==> src/rtl/hci_pkg.sv <==
// ----------------------------------------------------------------------------
// hci_pkg
// Shared constants, correction grid and types for the humidity correction
// interpolator.
// ----------------------------------------------------------------------------
`default_nettype none

package hci_pkg;

    // default grid size and size of the stored grid
    localparam int ALT_ROWS_DEF = 6;
    localparam int DEW_COLS_DEF = 30;
    localparam int ROM_ROWS     = 6;
    localparam int ROM_COLS     = 30;

    // field and bus widths
    localparam int DEW_W     = 15;
    localparam int ALT_W     = 15;
    localparam int OUT_W     = 16;
    localparam int S_TDATA_W = 32;
    localparam int M_TDATA_W = 16;

    // dew-point axis: 1/128 C units, column step of 2 C is 256 units
    localparam int DEW_BASE  = -3584;
    localparam int DEW_SHIFT = 8;
    localparam int DEW_STEP  = 256;

    // altitude axis: metres, row step 500, quotient by reciprocal
    localparam int ALT_STEP        = 500;
    localparam int ALT_RECIP       = 16778;
    localparam int ALT_RECIP_SHIFT = 23;

    // in-cell offset width and grid entry width
    localparam int OFF_W   = 16;
    localparam int ENTRY_W = 7;

    // blend accumulator and output scaling
    localparam int ACC_W       = 42;
    localparam int BASE_SCALE  = DEW_STEP * ALT_STEP;
    localparam int ROUND_BIAS  = 640;
    localparam int ROUND_SHIFT = 8;
    localparam int QUOT_LIMIT  = 65535 * 5 + 4;
    localparam int DIV5_RECIP  = 838861;
    localparam int DIV5_SHIFT  = 22;
    localparam int OUT_MAX     = 65535;

    // pipeline depth from input register to output register
    localparam int NUM_STAGES = 10;

    typedef logic [ENTRY_W-1:0] entry_t;

    // four corners of one grid cell
    typedef struct packed {
        entry_t c00;
        entry_t c10;
        entry_t c01;
        entry_t c11;
    } corner_t;

    // correction grid in tenths of a degree, row-major by altitude
    localparam entry_t GRID [0:ROM_ROWS*ROM_COLS-1] = '{
        7'd1, 7'd1, 7'd1, 7'd1, 7'd1, 7'd1, 7'd2, 7'd2, 7'd2, 7'd3,
        7'd3, 7'd4, 7'd5, 7'd6, 7'd7, 7'd8, 7'd9, 7'd10, 7'd12, 7'd13,
        7'd15, 7'd17, 7'd19, 7'd22, 7'd25, 7'd28, 7'd32, 7'd36, 7'd41, 7'd46,
        7'd1, 7'd1, 7'd1, 7'd1, 7'd1, 7'd2, 7'd2, 7'd2, 7'd3, 7'd3,
        7'd4, 7'd4, 7'd5, 7'd6, 7'd7, 7'd8, 7'd10, 7'd11, 7'd13, 7'd15,
        7'd17, 7'd19, 7'd22, 7'd25, 7'd28, 7'd32, 7'd36, 7'd40, 7'd46, 7'd51,
        7'd1, 7'd1, 7'd1, 7'd1, 7'd1, 7'd2, 7'd2, 7'd2, 7'd3, 7'd4,
        7'd4, 7'd5, 7'd6, 7'd7, 7'd8, 7'd10, 7'd11, 7'd13, 7'd15, 7'd17,
        7'd19, 7'd22, 7'd25, 7'd28, 7'd32, 7'd36, 7'd40, 7'd46, 7'd51, 7'd58,
        7'd1, 7'd1, 7'd1, 7'd1, 7'd2, 7'd2, 7'd2, 7'd3, 7'd3, 7'd4,
        7'd5, 7'd6, 7'd7, 7'd8, 7'd9, 7'd11, 7'd12, 7'd14, 7'd16, 7'd19,
        7'd21, 7'd24, 7'd28, 7'd31, 7'd36, 7'd40, 7'd46, 7'd51, 7'd58, 7'd65,
        7'd1, 7'd1, 7'd1, 7'd1, 7'd2, 7'd2, 7'd3, 7'd3, 7'd4, 7'd5,
        7'd5, 7'd6, 7'd8, 7'd9, 7'd11, 7'd12, 7'd14, 7'd16, 7'd18, 7'd21,
        7'd24, 7'd27, 7'd31, 7'd35, 7'd40, 7'd45, 7'd51, 7'd58, 7'd65, 7'd73,
        7'd1, 7'd1, 7'd1, 7'd2, 7'd2, 7'd2, 7'd3, 7'd4, 7'd4, 7'd5,
        7'd6, 7'd7, 7'd9, 7'd10, 7'd12, 7'd14, 7'd16, 7'd18, 7'd21, 7'd24,
        7'd27, 7'd31, 7'd35, 7'd40, 7'd45, 7'd51, 7'd58, 7'd65, 7'd73, 7'd82
    };

    // grid entry, row and column limited to the stored grid
    function automatic entry_t grid_at(input logic [7:0] row, input logic [7:0] col);
        logic [7:0] r;
        logic [7:0] c;
        logic [7:0] idx;
        r   = (row > 8'(ROM_ROWS - 1)) ? 8'(ROM_ROWS - 1) : row;
        c   = (col > 8'(ROM_COLS - 1)) ? 8'(ROM_COLS - 1) : col;
        idx = 8'(r * 8'(ROM_COLS) + c);
        return GRID[idx];
    endfunction

endpackage

`default_nettype wire

==> src/rtl/hci_cell.sv <==
// ----------------------------------------------------------------------------
// hci_cell
// Cell selection on both axes: input register, column pick and altitude
// quotient, then row pick and in-cell offsets. Three registered stages.
// ----------------------------------------------------------------------------
`default_nettype none

module hci_cell #(
    parameter int ALT_ROWS = hci_pkg::ALT_ROWS_DEF,
    parameter int DEW_COLS = hci_pkg::DEW_COLS_DEF,
    localparam int ALT_IDX_W = $clog2(ALT_ROWS),
    localparam int DEW_IDX_W = $clog2(DEW_COLS)
) (
    input  wire logic                                aclk,
    input  wire logic [2:0]                          en,
    input  wire logic signed [hci_pkg::DEW_W-1:0]    dew_point,
    input  wire logic signed [hci_pkg::ALT_W-1:0]    altitude,
    output logic [ALT_IDX_W-1:0]                     zi,
    output logic [DEW_IDX_W-1:0]                     di,
    output logic signed [hci_pkg::OFF_W-1:0]         dz,
    output logic signed [hci_pkg::OFF_W-1:0]         dd
);

    localparam int PROD_W = hci_pkg::ALT_W - 1 + 15;
    localparam int QUOT_W = PROD_W - hci_pkg::ALT_RECIP_SHIFT;

    // stage one: input register
    logic signed [hci_pkg::DEW_W-1:0] dew_s1_reg;
    logic signed [hci_pkg::ALT_W-1:0] alt_s1_reg;

    always_ff @(posedge aclk) begin
        if (en[0]) begin
            dew_s1_reg <= dew_point;
            alt_s1_reg <= altitude;
        end
    end

    // column pick: floor by shift, limited to the last cell
    logic signed [15:0]         dew_rel;
    logic [6:0]                 dew_idx_raw;
    logic [DEW_IDX_W-1:0]       di_s2_next;
    logic [16:0]                dcell_base;
    logic signed [16:0]         dd_wide;
    logic [hci_pkg::ALT_W-2:0]  alt_pos;
    logic [PROD_W-1:0]          alt_prod_next;

    always_comb begin
        dew_rel     = $signed(16'(dew_s1_reg)) - $signed(16'(hci_pkg::DEW_BASE));
        dew_idx_raw = (dew_rel > 16'sd0) ? dew_rel[14:8] : 7'd0;
        if (8'(dew_idx_raw) > 8'(DEW_COLS - 2)) begin
            di_s2_next = DEW_IDX_W'(DEW_COLS - 2);
        end else begin
            di_s2_next = DEW_IDX_W'(dew_idx_raw);
        end
        dcell_base = 17'(di_s2_next) << hci_pkg::DEW_SHIFT;
        dd_wide    = $signed(17'(dew_rel)) - $signed(dcell_base);
        // altitude quotient by 500 through a reciprocal
        alt_pos       = (alt_s1_reg > 15'sd0) ? alt_s1_reg[hci_pkg::ALT_W-2:0] : '0;
        alt_prod_next = PROD_W'(alt_pos) * PROD_W'(hci_pkg::ALT_RECIP);
    end

    // stage two
    logic [DEW_IDX_W-1:0]             di_s2_reg;
    logic signed [hci_pkg::OFF_W-1:0] dd_s2_reg;
    logic [PROD_W-1:0]                alt_prod_reg;
    logic signed [hci_pkg::ALT_W-1:0] alt_s2_reg;

    always_ff @(posedge aclk) begin
        if (en[1]) begin
            di_s2_reg    <= di_s2_next;
            dd_s2_reg    <= dd_wide[hci_pkg::OFF_W-1:0];
            alt_prod_reg <= alt_prod_next;
            alt_s2_reg   <= alt_s1_reg;
        end
    end

    // row pick and altitude offset
    logic [QUOT_W-1:0]    alt_quot;
    logic [ALT_IDX_W-1:0] zi_next;
    logic [17:0]          rcell_base;
    logic signed [17:0]   dz_wide;

    always_comb begin
        alt_quot = alt_prod_reg[PROD_W-1:hci_pkg::ALT_RECIP_SHIFT];
        if (8'(alt_quot) > 8'(ALT_ROWS - 2)) begin
            zi_next = ALT_IDX_W'(ALT_ROWS - 2);
        end else begin
            zi_next = ALT_IDX_W'(alt_quot);
        end
        rcell_base = 18'(zi_next) * 18'(hci_pkg::ALT_STEP);
        dz_wide    = $signed(18'(alt_s2_reg)) - $signed(rcell_base);
    end

    // stage three
    logic [ALT_IDX_W-1:0]             zi_reg;
    logic [DEW_IDX_W-1:0]             di_reg;
    logic signed [hci_pkg::OFF_W-1:0] dz_reg;
    logic signed [hci_pkg::OFF_W-1:0] dd_reg;

    always_ff @(posedge aclk) begin
        if (en[2]) begin
            zi_reg <= zi_next;
            di_reg <= di_s2_reg;
            dz_reg <= dz_wide[hci_pkg::OFF_W-1:0];
            dd_reg <= dd_s2_reg;
        end
    end

    assign zi = zi_reg;
    assign di = di_reg;
    assign dz = dz_reg;
    assign dd = dd_reg;

endmodule

`default_nettype wire

==> src/rtl/hci_rom.sv <==
// ----------------------------------------------------------------------------
// hci_rom
// Synchronous grid ROM: reads the four corners of the selected cell into
// a registered output.
// ----------------------------------------------------------------------------
`default_nettype none

module hci_rom #(
    parameter int ALT_ROWS = hci_pkg::ALT_ROWS_DEF,
    parameter int DEW_COLS = hci_pkg::DEW_COLS_DEF,
    localparam int ALT_IDX_W = $clog2(ALT_ROWS),
    localparam int DEW_IDX_W = $clog2(DEW_COLS)
) (
    input  wire logic                 aclk,
    input  wire logic                 en,
    input  wire logic [ALT_IDX_W-1:0] zi,
    input  wire logic [DEW_IDX_W-1:0] di,
    output hci_pkg::corner_t          corners
);

    logic [7:0]       row_lo;
    logic [7:0]       row_hi;
    logic [7:0]       col_lo;
    logic [7:0]       col_hi;
    hci_pkg::corner_t corners_reg;

    // corner addresses, clamped to the stored grid inside the lookup
    always_comb begin
        row_lo = 8'(zi);
        row_hi = 8'(zi) + 8'd1;
        col_lo = 8'(di);
        col_hi = 8'(di) + 8'd1;
    end

    // registered read
    always_ff @(posedge aclk) begin
        if (en) begin
            corners_reg.c00 <= hci_pkg::grid_at(row_lo, col_lo);
            corners_reg.c10 <= hci_pkg::grid_at(row_hi, col_lo);
            corners_reg.c01 <= hci_pkg::grid_at(row_lo, col_hi);
            corners_reg.c11 <= hci_pkg::grid_at(row_hi, col_hi);
        end
    end

    assign corners = corners_reg;

endmodule

`default_nettype wire

==> src/rtl/humidity_correction_interpolator.sv <==
// ----------------------------------------------------------------------------
// humidity_correction_interpolator
// Throughput: one transfer per cycle while m_tready is high; each stage holds
// its item while the next one is full, so input is still taken while a result
// waits at the output, as long as some stage is empty.
// Reset clears the stage valid bits only; the grid is a ROM.
// ----------------------------------------------------------------------------
`default_nettype none

module humidity_correction_interpolator #(
    parameter int ALT_ROWS = hci_pkg::ALT_ROWS_DEF,
    parameter int DEW_COLS = hci_pkg::DEW_COLS_DEF
) (
    input  wire logic                          aclk,
    input  wire logic                          aresetn,
    input  wire logic                          s_tvalid,
    output logic                               s_tready,
    // [14:0] dew_point, [29:15] altitude, [31:30] zero
    input  wire logic [hci_pkg::S_TDATA_W-1:0] s_tdata,
    output logic                               m_tvalid,
    input  wire logic                          m_tready,
    // [15:0] correction
    output logic [hci_pkg::M_TDATA_W-1:0]      m_tdata
);

    localparam int ALT_IDX_W = $clog2(ALT_ROWS);
    localparam int DEW_IDX_W = $clog2(DEW_COLS);
    localparam int NST       = hci_pkg::NUM_STAGES;
    localparam int U_W       = hci_pkg::ACC_W - hci_pkg::ROUND_SHIFT;
    localparam int QP_W      = 41;

    typedef logic signed [hci_pkg::ACC_W-1:0] acc_t;

    // stage valid bits and per-stage load enables
    logic [NST-1:0] vld_reg;
    logic [NST-1:0] vld_next;
    logic [NST-1:0] vld_shift;
    logic [NST-1:0] en;

    always_comb begin
        en[NST-1] = !vld_reg[NST-1] || m_tready;
        for (int k = NST - 2; k >= 0; k--) begin
            en[k] = !vld_reg[k] || en[k+1];
        end
        vld_shift = {vld_reg[NST-2:0], s_tvalid};
        vld_next  = (en & vld_shift) | (~en & vld_reg);
    end

    always_ff @(posedge aclk) begin
        if (!aresetn) begin
            vld_reg <= '0;
        end else begin
            vld_reg <= vld_next;
        end
    end

    assign s_tready = en[0];
    assign m_tvalid = vld_reg[NST-1];

    // cell selection, stages one to three
    logic [ALT_IDX_W-1:0]             cell_zi;
    logic [DEW_IDX_W-1:0]             cell_di;
    logic signed [hci_pkg::OFF_W-1:0] cell_dz;
    logic signed [hci_pkg::OFF_W-1:0] cell_dd;

    hci_cell #(
        .ALT_ROWS (ALT_ROWS),
        .DEW_COLS (DEW_COLS)
    ) u_cell (
        .aclk      (aclk),
        .en        (en[2:0]),
        .dew_point (s_tdata[hci_pkg::DEW_W-1:0]),
        .altitude  (s_tdata[hci_pkg::DEW_W+hci_pkg::ALT_W-1:hci_pkg::DEW_W]),
        .zi        (cell_zi),
        .di        (cell_di),
        .dz        (cell_dz),
        .dd        (cell_dd)
    );

    // stage four: corner read, offsets carried alongside
    hci_pkg::corner_t corners;

    hci_rom #(
        .ALT_ROWS (ALT_ROWS),
        .DEW_COLS (DEW_COLS)
    ) u_rom (
        .aclk    (aclk),
        .en      (en[3]),
        .zi      (cell_zi),
        .di      (cell_di),
        .corners (corners)
    );

    logic signed [hci_pkg::OFF_W-1:0] dz_s4_reg;
    logic signed [hci_pkg::OFF_W-1:0] dd_s4_reg;

    always_ff @(posedge aclk) begin
        if (en[3]) begin
            dz_s4_reg <= cell_dz;
            dd_s4_reg <= cell_dd;
        end
    end

    // stage five: corner differences and first products
    logic signed [7:0]  diff_a;
    logic signed [7:0]  diff_b;
    logic signed [8:0]  diff_e;
    logic signed [23:0] p1_next;
    logic signed [23:0] p2_next;
    logic signed [31:0] p3_next;

    always_comb begin
        diff_a  = $signed(8'(corners.c10) - 8'(corners.c00));
        diff_b  = $signed(8'(corners.c01) - 8'(corners.c00));
        diff_e  = $signed(9'(corners.c00) - 9'(corners.c10) - 9'(corners.c01)
                          + 9'(corners.c11));
        p1_next = diff_a * dz_s4_reg;
        p2_next = diff_b * dd_s4_reg;
        p3_next = dz_s4_reg * dd_s4_reg;
    end

    hci_pkg::entry_t    c00_reg;
    logic signed [8:0]  e_reg;
    logic signed [23:0] p1_reg;
    logic signed [23:0] p2_reg;
    logic signed [31:0] p3_reg;

    always_ff @(posedge aclk) begin
        if (en[4]) begin
            c00_reg <= corners.c00;
            e_reg   <= diff_e;
            p1_reg  <= p1_next;
            p2_reg  <= p2_next;
            p3_reg  <= p3_next;
        end
    end

    // stage six: scale each term to the common fixed point
    logic signed [QP_W-1:0] t3_wide;
    acc_t t0_reg;
    acc_t t1_reg;
    acc_t t2_reg;
    acc_t t3_reg;

    assign t3_wide = e_reg * p3_reg;

    always_ff @(posedge aclk) begin
        if (en[5]) begin
            t0_reg <= acc_t'(c00_reg) * acc_t'(hci_pkg::BASE_SCALE);
            t1_reg <= acc_t'(p1_reg) <<< hci_pkg::DEW_SHIFT;
            t2_reg <= acc_t'(p2_reg) * acc_t'(hci_pkg::ALT_STEP);
            t3_reg <= acc_t'(t3_wide);
        end
    end

    // stage seven: pairwise sums
    acc_t s01_reg;
    acc_t s23_reg;

    always_ff @(posedge aclk) begin
        if (en[6]) begin
            s01_reg <= t0_reg + t1_reg;
            s23_reg <= t2_reg + t3_reg;
        end
    end

    // stage eight: clamp at zero, round bias, divide by 256
    acc_t           v_sum;
    acc_t           v_bias;
    logic [U_W-1:0] u_next;
    logic [U_W-1:0] u_reg;

    always_comb begin
        v_sum  = s01_reg + s23_reg;
        v_bias = v_sum + acc_t'(hci_pkg::ROUND_BIAS);
        if (v_sum < 0) begin
            u_next = '0;
        end else begin
            u_next = v_bias[hci_pkg::ACC_W-1:hci_pkg::ROUND_SHIFT];
        end
    end

    always_ff @(posedge aclk) begin
        if (en[7]) begin
            u_reg <= u_next;
        end
    end

    // stage nine: saturation flag and divide by five through a reciprocal
    logic            sat_reg;
    logic [QP_W-1:0] qprod_reg;

    always_ff @(posedge aclk) begin
        if (en[8]) begin
            sat_reg   <= u_reg > U_W'(hci_pkg::QUOT_LIMIT);
            qprod_reg <= QP_W'(u_reg[18:0]) * QP_W'(hci_pkg::DIV5_RECIP);
        end
    end

    // stage ten: output register
    logic [hci_pkg::OUT_W-1:0] corr_reg;

    always_ff @(posedge aclk) begin
        if (en[9]) begin
            if (sat_reg) begin
                corr_reg <= hci_pkg::OUT_W'(hci_pkg::OUT_MAX);
            end else begin
                corr_reg <= qprod_reg[hci_pkg::DIV5_SHIFT+hci_pkg::OUT_W-1:hci_pkg::DIV5_SHIFT];
            end
        end
    end

    assign m_tdata = corr_reg;

`ifndef NO_ASSERTIONS
    // input may only stall when every stage holds an item
    a_stall_only_when_full: assert property (@(posedge aclk) disable iff (!aresetn)
        !s_tready |-> (&vld_reg))
        else $error("input stalled with an empty stage");

    // an accepted transfer occupies the first stage next cycle
    a_accept_enters: assert property (@(posedge aclk) disable iff (!aresetn)
        (s_tvalid && s_tready) |=> vld_reg[0])
        else $error("accepted transfer lost at first stage");

    // selected cell always lies inside the grid
    a_cell_in_grid: assert property (@(posedge aclk) disable iff (!aresetn)
        vld_reg[2] |-> ((32'(cell_di) <= DEW_COLS - 2) && (32'(cell_zi) <= ALT_ROWS - 2)))
        else $error("cell index beyond grid");

    // an overflowing quotient leaves as the saturated value
    a_saturate: assert property (@(posedge aclk) disable iff (!aresetn)
        (vld_reg[8] && en[9] && sat_reg) |=> (m_tdata == hci_pkg::OUT_W'(hci_pkg::OUT_MAX)))
        else $error("saturation not applied");
`endif

endmodule

`default_nettype wire
==> config.mk <==
export PLATFORM = sky130hd
export DESIGN_NAME = humidity_correction_interpolator
export DESIGN_NICKNAME = d
export VERILOG_FILES = /design/src/rtl/hci_pkg.sv /design/src/rtl/hci_cell.sv /design/src/rtl/hci_rom.sv /design/src/rtl/humidity_correction_interpolator.sv
export SDC_FILE = /design/constraint.sdc
export NUM_CORES = 2
export LEC_CHECK = 0
export BUFFER_PORTS_ARGS = -buffer_cell sky130_fd_sc_hd__buf_2
export CORE_ASPECT_RATIO = 0.9
export CORE_MARGIN = 4
export CORE_UTILIZATION = 68
export CTS_BUF_LIST = sky130_fd_sc_hd__clkbuf_4
export DETAILED_ROUTE_END_ITERATION = 6
export PLACE_DENSITY_LB_ADDON = 0.12
export SLEW_MARGIN = 40
export SYNTH_ARGS = -nofsm -noshare
export SYNTH_HDL_FRONTEND = slang
export SYNTH_HIERARCHICAL = 1
export SYNTH_SLANG_ARGS = --single-unit
==> constraint.sdc <==
create_clock -name aclk -period 9 [get_ports aclk]
set_input_delay 2.25 -clock aclk [delete_from_list [all_inputs] [get_ports aclk]]
set_output_delay 2.25 -clock aclk [all_outputs]
set_load 0.01 [all_outputs]
# --- After elaboration in Yosys (flattened, before gate mapping) ---
# Memories as Yosys holds them, arrays and structs flattened. A register that Yosys moved wholly into a read port is not among the register bits.
# Cells that the tools add are included.
word_totals:
  elab_cells: 107
  rom_bits: 7168
  output_inout_bits: 18
  in_bits: 36
  reg_bits: 582
  mem_count: 4
op_classes:
  add_sub_neg: 18
  muxes: 8
  n_reduce_logical: 20
  bitwise_logic: 8
  multipliers: 11
  order_cmp: 10
memory_table:
  columns: ["name", "depth", "width", "read_ports", "rd_ports_with_merged_regs", "wr", "line", "rtl"]
  rows:
  - ["(no name shown)", 256, 7, 1, 1, 0, "hci_pkg.sv:90", "return GRID[idx];"]
  - ["(no name shown)", 256, 7, 1, 1, 0, "hci_pkg.sv:90", null]
  - ["(no name shown)", 256, 7, 1, 1, 0, "hci_pkg.sv:90", null]
  - ["(no name shown)", 256, 7, 1, 1, 0, "hci_pkg.sv:90", null]
ops:
  columns: ["operator", "n"]
  rows:
  - ["8-bit by 16-bit multiplier with 24-bit output", 2]
  - ["42-bit by 11-bit adder with 42-bit output, second input constant", 1]
  - ["42-bit by 32-bit adder with 42-bit output", 1]
  - ["42-bit by 41-bit adder with 42-bit output", 1]
  - ["42-bit adder", 1]
  - ["42-bit by 1-bit < comparator with 1-bit output, second input constant", 1]
  - ["9-bit by 32-bit multiplier with 41-bit output", 1]
  - ["19-bit by 20-bit multiplier with 38-bit output, second input constant", 1]
  - ["8-bit inverter with 9-bit output", 4]
  - ["34-bit by 19-bit > comparator with 1-bit output, second input constant", 1]
  - ["8-bit adder", 4]
  - ["16-bit by 16-bit multiplier with 32-bit output", 1]
  - ["24-bit by 8-bit multiplier with 32-bit output, second input constant", 1]
  - ["14-bit by 14-bit multiplier with 28-bit output, second input constant", 1]
  - ["7-bit by 7-bit subtractor with 8-bit output", 3]
  - ["10-bit AND", 2]
  - ["16-bit by 1-bit > comparator with 1-bit output, second input constant", 1]
  - ["8-bit by 4-bit multiplier with 7-bit output, second input constant", 2]
  - ["8-bit two-way mux", 2]
  - ["15-bit by 13-bit subtractor with 16-bit output", 1]
  - ["15-bit by 13-bit subtractor with 16-bit output, second input constant", 1]
  - ["16-bit by 14-bit subtractor with 16-bit output", 1]
  - ["15-bit by 1-bit > comparator with 1-bit output, second input constant", 1]
  - ["7-bit by 7-bit multiplier with 14-bit output, second input constant", 1]
  - ["other kinds (19)", 39]

# --- Depth between registers and ports, before layout ---
depth:
  word_depth: 14
  mapped_depth: 31

# --- Hierarchy ---
# The synthesis kept the hierarchy.
by_module_without_submodules:
  columns: ["mod", "seq_area_each_um2", "area_each_um2", "n_inst", "cells_per_inst"]
  rows:
  - ["humidity_correction_interpolator", 11400.9, 55946.2, 1, 5503]
  - ["hci_rom", 840.8, 8484.4, 1, 1218]
  - ["hci_cell", 3363.2, 6916.6, 1, 543]

# --- Least setup slack after synthesis ---
# No wires, ideal clock.
synth_timing:
  path_kind: "reg2reg"
  startpoint: "reg dd_s4_reg[1] (netlist bit)"
  endpoint: "reg p3_reg[31], data pin"
  synth_period_minus_slack_ns: 6.821
  slack_ns: 2.179
  path_stages_with_launch: 23
  setup_time_ns: 0.260
  path_buffers: 1
  t_arrival_ns: 6.562
  required_time_ns: 8.740
  cell_sequence: "edfxtp_1 clkbuf_1 nand2_1 fa_1 fa_1 fa_1 fa_1 inv_1 fa_1 fa_1 ha_1 a21o_1 a21o_1 a21o_1 nor3_1 a21o_1 o211ai_1 o41ai_1 o21ai_0 or4b_2 a31o_2 a21oi_1 xnor2_1"
synth_between:
  elab_chain_cells: 1
synth_rtl:
  columns: ["item", "line", "rtl"]
  rows:
  - ["from (decl)", "humidity_correction_interpolator.sv:95", "logic signed [hci_pkg::OFF_W-1:0] dd_s4_reg;"]
  - ["from (signal assigned)", "humidity_correction_interpolator.sv:100", "dd_s4_reg <= cell_dd;"]
  - ["16-bit by 16-bit multiplier with 32-bit output", "humidity_correction_interpolator.sv:119", "p3_next = dz_s4_reg * dd_s4_reg;"]
  - ["net p3_next[31]", "humidity_correction_interpolator.sv:110", "logic signed [31:0] p3_next;"]
  - ["to (signal assigned)", "humidity_correction_interpolator.sv:134", "p3_reg <= p3_next;"]
  - ["to (decl)", "humidity_correction_interpolator.sv:126", "logic signed [31:0] p3_reg;"]
# The timed path passes the listed nets, and every way through them passes these cells.
# A chain may end at the register's enable or synchronous reset.

# --- Worst setup path in the final report ---
# Same ends and word-level chain as after synthesis.

==> key figures <==
Outcome
  – Status: finished, final reports clean

Place
  – Port-buffer cells: 51
  – Hpwl dp: about 140000 µm
  – RD Place Congestion: 0.9337

Detailed routing
  – Drt drc: 0
  – Total wire length: 169000 µm
  – Routed vias/inst: 5.880
  – Iteration-0 DRC Markers: approximately 4300
  – Via count: between 50000 and 60000
  – WL/cell: 19.31 µm
  – First drt pass iteration count: 7
  – DRT antenna net count: 0

Synthesis
  – Top post-synthesis cells by area: fa_1, edfxtp_1, ha_1, inv_1, and2_1
  – Sequential area share after synthesis: 0.2187
  – Post-synth EDFFs: between 500 and 600
  – Synth unique cells: ~110
  – Synthesized flop and latch total: 523
  – XOR/XNOR share of the synthesized area: 0.04395
  – Syn Inst Count: 7264
  – Async set-or-reset flop fraction in the synthesized netlist: 0
  – Top-area cell type share of the netlist area: 0.2677
  – Syn avg cell area: 9.822 µm²
  – Cell area after synthesis: between 0.07 and 0.08 mm²
  – Simple-Gate Fraction of Synth Area: 0.1302
  – Mux cell area share after synthesis: 0.005226
  – Largest family of logic cells by synthesized area: adder cells
  – Main synth FF type: edfxtp_1
  – Synth area leader: fa_1
  – Synth Warn #: 6
  – Post-synthesis compound-gate area fraction: 0.1009
  – Adder-Cell Fraction of Synth Area: 0.4145

Worst setup path
  – Worst path most repeated cell: fa_1
  – Worst setup path end: p3_reg[31]$_DFFE_PN_
  – Worst path required time: around 10 ns
  – CP Max Fanout: 15
  – Data arrival, critical path: about 8.5 ns
  – CP Depth: 22
  – FF-to-FF Start: dd_s4_reg[1]$_DFFE_PN_
  – Crit-path leading delay family: adder cells
  – Crit path kind: flip-flop to flip-flop
  – R2r setup slk: ~1.3 ns
  – Crit. End Element: flip-flop
  – Reg2Reg Depth: 22
  – R2R Path End: p3_reg[31]$_DFFE_PN_
  – Crit-path slowest cell: edfxtp_1
  – CP max stage delay: 0.70 ns
  – CP Launch Type: flip-flop
  – Crit. Startpoint: dd_s4_reg[1]$_DFFE_PN_
  – Buf/Inv on CP: 2
  – CP Cell Sequence: buf_6, nand2_1, fa_1, fa_1, fa_1, fa_1, inv_1, fa_1, fa_1, ha_1, a21o_1, a21o_1, a21o_1, nor3_1, a21o_1, o211ai_1, o41ai_1, o21ai_0, or4b_2, a31o_2, a21oi_1, xnor2_1

Timing
  – TNS Setup: 0 ns
  – Fmax: around 130 MHz
  – Max-slew violations: 0
  – Final hold violation count: 0
  – Worst Skew: between 0.1 and 0.15 ns
  – Min Tclk post-route: approximately 7.7 ns
  – Final period util: 0.8570
  – Final setup fails: 0
  – Tightest Pin Transition: between 0.8 and 0.9 ns
  – Unrepaired setup endpoints after global routing: no
  – Max transition margin: 0.4034

Clock tree
  – CTS hold repair buffers: 0
  – PostCTS Resize Cnt: 0
  – Post-CTS Setup Inserts: 0
  – TritonCTS clock tree: yes
  – CTS buffer count: 139
  – Insertion delay to the later sink of the worst-skew pair: 1.10 ns
  – Clock sink count: 523
  – Clock transition at path regs: 0.08 ns
  – Bufs on Longest Clock Path: 3
  – Clock Tree Root: clkbuf_4
  – CTS H-tree lvls: 4

Floorplanning
  – Die Width: roughly 350 µm
  – Core area: between 0.1 and 0.15 mm²
  – Initial Util: 0.6871
  – Die Area: 0.1102 mm²
  – I/O Pins: between 50 and 60
  – Site Rows: 112
  – Die extent in y: between 300 and 400 µm

Hold path
  – Hold Path Class: flip-flop to flip-flop
  – Worst Hold Depth: 0

Global routing
  – Met2 usage: 0.4920
  – GRT met1 Usage: 0.4488
  – Overflow after GRT: 0
  – Vias in the first global route: 52300
  – Gr usage total: 0.3177
  – Largest net degree at the start of global routing: 85
  – M3 GR Usage: 0.06155
  – GRT busiest layer: met2
  – Global-route wire length before repair: between 200000 and 300000 µm
  – Initial antenna violation count: 6

Run
  – Max-cap violations: 0

Final layout
  – NumNets Final: between 9000 and 10000
  – Layout area overhead: 5.001%
  – Share of layout cells above drive strength 1: 0.06672
  – Max FFs per register: 39
  – Final core occ: 0.7215
## worst reg2reg max path: stages (launching register included)
cell and delay, ns:
edfxtp_1 0.70, buf_6 0.27, nand2_1 0.11, fa_1 0.53, fa_1 0.58, fa_1 0.46
fa_1 0.56, inv_1 0.06, fa_1 0.50, fa_1 0.42, ha_1 0.36, a21o_1 0.18
a21o_1 0.17, a21o_1 0.21, nor3_1 0.14, a21o_1 0.24, o211ai_1 0.17, o41ai_1 0.41
o21ai_0 0.24, or4b_2 0.66, a31o_2 0.25, a21oi_1 0.16, xnor2_1 0.09
## routing by layer
layer,vias up,wire [µm]
met2,1980,76620
li1,23880,-
met5,-,59
met1,25240,71750
met3,343,14060
met4,8,6518
## worst min path at each step
stage,startpoint,endpoint
6_report,u_cell/dd[10]$_DFFE_PP_,dd_s4_reg[10]$_DFFE_PN_
5_1_grt,p1_reg[20]$_DFFE_PN_,t1_reg[28]$_DFFE_PP_
4_1_cts,p1_reg[20]$_DFFE_PN_,t1_reg[28]$_DFFE_PP_
3_5_place_dp,u_cell/dd[12]$_DFFE_PP_,dd_s4_reg[12]$_DFFE_PN_
3_3_place_gp,t1_reg[9]$_DFFE_PP_,s01_reg[9]$_DFFE_PP_
2_1_floorplan,u_cell/dd[0]$_DFFE_PP_,dd_s4_reg[0]$_DFFE_PN_
## stage by stage
step	instances	setup WS, ns	area [µm²]	hold slack [ns]
detailed placement	8498	1.295	73050	0.4045
floorplan	7266	2.179	71350	0.4003
global placement	8487	1.175	72860	0.4001
finish	8751	1.287	74920	0.4040
CTS	8737	1.304	74800	0.3913
global route	8747	0.9125	74910	0.3911
## cells by family (layout without fill, tap and decap cells)
family,count (synthesis),count (layout)
AOI/OAI and AO/OA,1095,1095
xor gates and xnor gates,349,349
adders and majority gates,1791,1791
buffers and inverters,1617,1725
DFF,523,523
muxes,30,30
other,2,13
and+or+nand+nor,1857,1857
## layout by cell type (no fill, tap or decap), types with 13 or more instances in the layout
master and count:
buf_6 16, o31ai_1 16, o21bai_1 39, xor2_1 98, o211ai_1 48, xnor2_1 232, edfxtp_1 513, nand3_1 84
a21o_1 107, and4_1 13, o22ai_1 18, buf_2 51, a21boi_0 14, clkinv_1 23, nand4_1 34, mux2i_1 17
or3_1 19, nor3_1 94, and3_1 32, o21ai_0 193, ha_1 836, fa_1 954, inv_1 1335, nor2b_1 92
o21a_1 57, a221oi_1 17, nand2_1 553, a311oi_1 17, buf_4 76, a21oi_1 303, nor2_1 352, nor4_1 33
and2_1 392, clkbuf_4 191, or2_2 41, a31oi_1 52, a211oi_1 50, nand2b_1 60
## final cells by class
class / instances / area [µm²]
clock buffer: 191 / 1434
inverter: 1339 / 5029
timing repair buffer: 147 / 1066
antenna: 9 / 22.52
clock inverter: 48 / 321.6
tap: 1368 / 1712
sequential: 523 / 15610
fill: 7629 / 28920
multi-input combinational: 5126 / 49730
## cells in the mapped netlist, drive strengths merged, types with 18 or more instances
| cell type | number |
|---|---|
| o211ai | 49 |
| a31oi | 52 |
| or2 | 47 |
| nand2 | 555 |
| o21ai | 206 |
| nor4 | 35 |
| and2 | 395 |
| a211oi | 52 |
| xnor2 | 240 |
| nor3 | 97 |
| edfxtp | 513 |
| fa | 954 |
| nand4 | 35 |
| a21oi | 306 |
| nand2b | 60 |
| xor2 | 109 |
| clkbuf | 232 |
| o22ai | 18 |
| inv | 1339 |
| o21a | 57 |
| ha | 837 |
| buf | 46 |
| nor2 | 354 |
| and3 | 33 |
| or3 | 20 |
| o21bai | 39 |
| nand3 | 87 |
| a21o | 109 |
| nor2b | 93 |
Power is not shown: default switching activity piles up to over one toggle a cycle in this logic, so the estimate is an artifact.
